## src/sv/bec_pkg.sv

```systemverilog
package bec_pkg;

  localparam int TABLE_SLOTS = 32;
  localparam int IDX_W       = $clog2(TABLE_SLOTS);
  localparam int ETA_W       = 16;
  localparam int RATIO_IN_W  = 16;
  localparam int MAG_W       = 14;
  localparam int RATIO_W     = 15;
  localparam int COEF_W      = 24;
  localparam int OUT_W       = 17;

  typedef logic [MAG_W-1:0]          mag_t;
  typedef logic [RATIO_W-1:0]        ratio_t;
  typedef logic [IDX_W-1:0]          idx_t;
  typedef logic signed [COEF_W-1:0]  coef_t;

  typedef struct packed {
    idx_t idx;
    logic gap;
    logic none;
  } bin_sel_t;

  localparam logic [16:0] ETA_MIN_Q      = 17'd82;
  localparam mag_t        ETA_LOW_SUB_Q  = 14'd82;
  localparam logic [16:0] ETA_MAX_Q      = 17'd10240;
  localparam mag_t        ETA_HIGH_SUB_Q = 14'd10199;
  localparam logic [15:0] RATIO_MIN_Q    = 16'd3277;
  localparam logic [15:0] RATIO_MAX_Q    = 16'd20480;
  localparam ratio_t      RATIO_QUAD_Q   = 15'd4916;
  localparam logic [OUT_W-1:0] OUT_MAX   = 17'd131071;
  localparam logic [OUT_W-1:0] OUT_UNITY = 17'd65536;

  // Converts a decimal value given in units of 1e-9 to Q1.22, rounding half away from zero.
  function automatic coef_t q22(longint n);
    longint half;
    half = (n < 0) ? -longint'(500000000) : longint'(500000000);
    return coef_t'((n * 4194304 + half) / 1000000000);
  endfunction

  // Bin edges in Q2.12 units; |eta| >= edge is exact on the integer codes.
  localparam mag_t BIN_LO [TABLE_SLOTS] = '{
    0: 14'd82,   1: 14'd1024, 2: 14'd1885,  3: 14'd3318,  4: 14'd3728,
    5: 14'd4137, 6: 14'd4752, 7: 14'd6390,  8: 14'd6771,  9: 14'd7373,
    10: 14'd8192, 11: 14'd9012, 12: 14'd9421, 13: 14'd9831,
    default: '0
  };

  localparam mag_t BIN_HI [TABLE_SLOTS] = '{
    0: 14'd1024, 1: 14'd1721, 2: 14'd3154,  3: 14'd3728,  4: 14'd4137,
    5: 14'd4629, 6: 14'd5899, 7: 14'd6771,  8: 14'd7373,  9: 14'd8192,
    10: 14'd9012, 11: 14'd9421, 12: 14'd9831, 13: 14'd10240,
    default: '0
  };

  localparam coef_t FLAT_ROM [TABLE_SLOTS] = '{
    0: q22(1002270000), 1: q22(1002520000), 2: q22(1002250000), 3: q22(1001590000),
    4: q22(999475000),  5: q22(997203000),  6: q22(993886000),  7: q22(971262000),
    8: q22(975922000),  9: q22(979087000),  10: q22(984950000), 11: q22(987810000),
    12: q22(989546000), 13: q22(989638000),
    default: '0
  };

  localparam coef_t C0_ROM [TABLE_SLOTS] = '{
    0: q22(1007180000), 1: q22(1007130000), 2: q22(1006410000), 3: q22(1007610000),
    4: q22(1006820000), 5: q22(1007300000), 6: q22(1004620000), 7: q22(972798000),
    8: q22(981672000),  9: q22(982510000),  10: q22(986123000), 11: q22(990124000),
    12: q22(990187000), 13: q22(993720000),
    default: '0
  };

  localparam coef_t C1_ROM [TABLE_SLOTS] = '{
    0: q22(-1878860), 1: q22(-2275740), 2: q22(-2599350), 3: q22(-4336920),
    4: q22(-5513240), 5: q22(-7996690), 6: q22(-8700570), 7: q22(-771577),
    8: q22(-2020280), 9: q22(4413080),  10: q22(8329130), 11: q22(7428790),
    12: q22(9460800), 13: q22(5604060),
    default: '0
  };

  localparam coef_t C2_ROM [TABLE_SLOTS] = '{
    7: q22(-2766960),  8: q22(-4710280),  9: q22(-8091390), 10: q22(-9445840),
    11: q22(-9604620), 12: q22(-10172000), 13: q22(-9431690),
    default: '0
  };

endpackage

```

## src/sv/bec_bin_select.sv

```systemverilog
module bec_bin_select #(
  parameter int NUM_BINS = 14
) (
  input  bec_pkg::mag_t     mag_i,
  output bec_pkg::bin_sel_t sel_o
);

  logic [bec_pkg::TABLE_SLOTS-1:0] bin_hit;
  logic [bec_pkg::TABLE_SLOTS-1:0] gap_hit;
  bec_pkg::idx_t                   bin_idx;
  bec_pkg::idx_t                   gap_idx;

  always_comb begin
    bin_hit = '0;
    gap_hit = '0;
    for (int i = 0; i < NUM_BINS; i++) begin
      bin_hit[i] = (bec_pkg::BIN_LO[i] <= mag_i) && (mag_i < bec_pkg::BIN_HI[i]);
    end
    for (int i = 0; i + 1 < NUM_BINS; i++) begin
      gap_hit[i] = (bec_pkg::BIN_HI[i] <= mag_i) && (mag_i < bec_pkg::BIN_LO[i+1]);
    end
  end

  // Bins do not overlap and neither do gaps, so at most one hit of each kind
  // is set and the index can be formed by OR-ing.
  always_comb begin
    bin_idx = '0;
    gap_idx = '0;
    for (int i = 0; i < bec_pkg::TABLE_SLOTS; i++) begin
      bin_idx = bin_idx | (bin_hit[i] ? bec_pkg::IDX_W'(i) : '0);
      gap_idx = gap_idx | (gap_hit[i] ? bec_pkg::IDX_W'(i) : '0);
    end
    sel_o.idx  = (|bin_hit) ? bin_idx : gap_idx;
    sel_o.gap  = !(|bin_hit) && (|gap_hit);
    sel_o.none = !(|bin_hit) && !(|gap_hit);
  end

endmodule

```

## config.mk

```make
export PLATFORM = sky130hd
export DESIGN_NAME = bec_bin_select
export DESIGN_NICKNAME = d
export VERILOG_FILES = /design/src/sv/bec_pkg.sv /design/src/sv/bec_bin_select.sv
export SDC_FILE = /design/constraint.sdc
export NUM_CORES = 1
export LEC_CHECK = 0
export BUFFER_PORTS_ARGS = -buffer_cell sky130_fd_sc_hd__buf_2
export CAP_MARGIN = 30
export CORE_AREA = 4 4 41 43
export DETAILED_ROUTE_END_ITERATION = 10
export DIE_AREA = 0 0 45 47
export GPL_ROUTABILITY_DRIVEN = 0
export GPL_TIMING_DRIVEN = 0
export PLACE_DENSITY = 0.82
export SLEW_MARGIN = 10
export SYNTH_ARGS = -nofsm -noshare
export SYNTH_HDL_FRONTEND = slang
export SYNTH_SLANG_ARGS = --single-unit
```

## constraint.sdc

```tcl
create_clock -name vclk -period 7.2
set_clock_uncertainty 0.05 [all_clocks]
set_input_delay 1.44 -clock vclk [all_inputs]
set_output_delay 1.44 -clock vclk [all_outputs]
set_load 0.01 [all_outputs]
```

* Word-level counts from Yosys, hierarchy flattened
Cells that the tools add are included.
** Storage, ports and cells
- Bits in registers :: 0
- Latch bits :: 0
- Memory bits (writable) :: 0
- Memory bits (read-only) :: 0
- Logic and storage cells :: 118
- Memories kept :: 0
** Operators by class
- $add $sub $neg :: 0
- Multiply operators :: 0
- Divide/modulo/power cells :: 0
- $lt $le $gt $ge :: 36
- Equal/unequal tests :: 0
- Shift-type cells :: 0
- Multiplexer cells :: 26
- Bitwise operators :: 23
- Reduce and logical (&&, ||, !) cells :: 33
** Operators by type and width (number)
- 13-bit by 14-bit <= comparator with 1-bit output (first input constant) :: 7
- 14-bit by 13-bit less-than comparator with 1-bit output (second input constant) :: 7
- 14-bit less-than comparator (second input constant) :: 5
- 14-bit <= comparator (first input constant) :: 4
- 4-bit 2-to-1 mux :: 12
- 11-bit by 14-bit <= comparator with 1-bit output (first input constant) :: 3
- 12-bit by 14-bit <= comparator with 1-bit output (first input constant) :: 3
- 14-bit by 11-bit less-than comparator with 1-bit output (second input constant) :: 3
- 14-bit by 12-bit less-than comparator with 1-bit output (second input constant) :: 3
- 4-bit OR :: 9
- 1-bit logical AND :: 29
- 3-bit 2-to-1 mux :: 8
- 3-bit OR :: 6
- 7-bit by 14-bit <= comparator with 1-bit output (first input constant) :: 1
- 14-bit OR reduction :: 1
- 13-bit OR reduction :: 1
- 2-bit 2-to-1 mux :: 4
- 3-bit by 4-bit OR with 4-bit output :: 2
- 2-bit by 3-bit OR with 3-bit output :: 2
- 1-bit by 2-bit OR with 2-bit output :: 2
- 2-bit OR :: 2
- 1-bit zero test :: 2
- 1-bit 2-to-1 mux :: 2

* Logic depth before layout (Yosys ltp)
- Depth in word-level cells :: 16
- Depth in mapped cells :: 7
- Mapped depth without buffers :: 6

* Least setup slack after synthesis
No wires, ideal clock.
- Path type :: input port to output port
- From :: in mag_i[11]
- To :: out sel_o[0] (netlist name)
- Arrival time :: 3237 ps
- Required time :: 5710 ps
- Setup slack :: 2473 ps
- Stages :: 7
- Path buffers :: 1
- Cells stage by stage :: buf_2 or3b_1 nor4_2 nor4_1 a31o_1 or4_1 nor2_1
** RTL lines
- from (decl) :: RTL line bec_bin_select.sv:4 : input bec_pkg::mag_t mag_i,
- to (decl) :: RTL line bec_bin_select.sv:5 : output bec_pkg::bin_sel_t sel_o

==> flow_summary.toml <==
[die]
ios = 21
fp.dieH_um = 47
initial_standard_cell_utilization_of_the_core_pct = 54.13
design.die.area_sq_um = 2115
core_region_area_sq_um = 1301
rows = 13
floorplan.die.width_um = 45

[global_route]
number_of_antenna_violations_at_the_first_check_in_global_routing = 0
globalRouteOverflowTotal = 0
grt_max_degree = 11
grt_usage_pct = 22.58
grt_pass1_vias = 895
grt_first_pass_wirelength_um = 3739

[final_layout]
layout.nets = 151
seqCellArea_sq_um = 0
area_growth_syn_to_layout_pct = 14.03
n_sequential_cell = 0
layout.cells.most_common = "buf_2"
finish.instance_area_sq_um = 803.3
nClkBuffers = 0
antenna_cells = 0
commonest_cells_after_routing_fill_and_taps_aside = "19 x buf_2, 12 x o21ai_0, 10 x nand2_1"
drive_gt1_share_pct = 17.04

[flow_run]
count_of_max_cap_constraint_violations = 0

[power_and_ir_drop]
power_density_nw_per_um2 = 61.03
leakagePower_nw = 0.3111
ir_worst_vdd_mv = 0.03540

[sta]
worst_slack_ns = 2.146
setup_repair_after_global_routing_missed_its_margin = "false"
tightestPinTransition_ns = 0.5503
timing.max_slew.rel_slack_pct = 63.23
fin_setup_tns_ns = 0
timing.fmax_mhz = 197.9
holdWs_ns = 3.419
post_layout_min_period_ns = 5.054
finalSetupViolCount = 0
slew_viol_final = 0
timing_hold_violations_final = 0
period_share_pct = 70.19

[yosys]
synth.yosys.warnings = 0
postSynthNetCount = 133
avgSynthCellArea_sq_um = 5.920
synth_area_sq_um = 704.4
synth_sequential_area_ratio_pct = 0
ys_types = 39
synth_cells = 119

[placement]
io_buffers = 16
detailed_place_hpwl_um = 1824
place_worst_setup_slack_ns = 2.211
dpl_cell_area_sq_um = 803.3

[critical_path]
worst_ep_arrival_time_ns = 3.56
crit_path_frequent_cell = "buf_2"
crit_type = "primary input to output port"
timing.critical_path.required_ns = 5.71
worst_setup_path_end_kind = "output port"
startpoint = "mag_i[5]"
critical_path.max_fanout = 10
critical_path.max_stage_delay_ns = 0.50
crit_slowest_cell = "or4_1"
crit_path_start_kind = "primary input"
timing.critical_path.cells = "buf_2 > clkbuf_1 > nor4_1 > o21ai_0 > a32oi_1 > nand3_1 > or4_1 > a21o_1 > buf_2"

[routing]
initialDrtViolationCount = 41
vias = 1027
postRouteWirelength_um = 2257
drc_violations_left = 0
route.antenna.remaining_nets = 0
vias_per_cell = 6.847
drt-wirelength-per-cell_um = 15.05
drt-pass1-iter-count = 4

[clocking]
holdBufCountCts = 0
postCtsSetupBuffers = 0
post_cts_resize_count = 0

[status]
outcome = "finished, final reports clean"

[min_path]
hold_path_startpoint = "mag_i[10]"
type_of_the_worst_min_delay_path = "primary input to output port"
[critical path, delay by kind of cell]
| kind | cells | cell delay (ns) |
|---|---|---|
| compound gates | 3 | 0.61 |
| buf+inv | 3 | 0.46 |
| simple gates | 3 | 1.05 |
[final timing paths]
path	end	cells after the start
setup / recovery	sel_o[3]	9
hold / removal	sel_o[5]	5
[Yosys cell counts, types with 4 or more instances]
| master | count | area, sq um |
|---|---|---|
| nand3_1 | 6 | 30.03 |
| clkbuf_1 | 8 | 30.03 |
| nor2_1 | 9 | 33.78 |
| nor3b_1 | 5 | 37.54 |
| nor4_1 | 4 | 25.02 |
| o21ai_0 | 12 | 60.06 |
| nor3_1 | 7 | 35.03 |
| a21oi_1 | 7 | 35.03 |
| a311oi_1 | 4 | 35.03 |
| nand2_1 | 10 | 37.54 |
[layer usage]
metal | vias to the layer above | global-route usage (%) | wire length [um]
met1 | 457 | 28.54 | 921
li1 | 498 | - | -
met3 | 5 | 1.916 | 218
met4 | 0 | 3.509 | 22
met2 | 67 | 42.09 | 1095
met5 | - | 0 | 0
[power by group]
| part | internal, mW | switching, mW | total (mW) |
|---|---|---|---|
| Sequential | 0 | 0 | 0 |
| Clock | 0 | 0 | 0 |
| Combinational | 0.0192 | 0.0299 | 0.0490 |
| Total | 0.0192 | 0.0299 | 0.0490 |
[area by class of cell]
type	count	area [sq um]
timing repair buffer	16	80.08
multi-input combinational	105	644.4
inverter	2	7.507
fill	133	498.0
buffer	12	52.55
tap	15	18.77
[logic make-up (layout without fill, tap and decap cells)]
group / after synthesis / in the layout / synth area share (%)
buffers and inverters: 14 / 30 / 8.526
other: 1 / 1 / 0.5323
AND/OR/NAND/NOR: 57 / 57 / 44.58
multiplexers: 1 / 1 / 1.421
AO/OA/AOI/OAI: 46 / 46 / 44.94
[stage by stage]
stage / total power, mW / utilization (%) / instances
after floorplan: 0.03296 / - / 119
after global placement: 0.04631 / 61.73 / 150
after detailed placement: 0.04775 / 61.73 / 150
after CTS: 0.04788 / 61.73 / 150
after global routing: 0.05414 / 61.73 / 150
final: 0.04902 / 61.73 / 150
No activity file was read; power rests on OpenSTA's default activity.
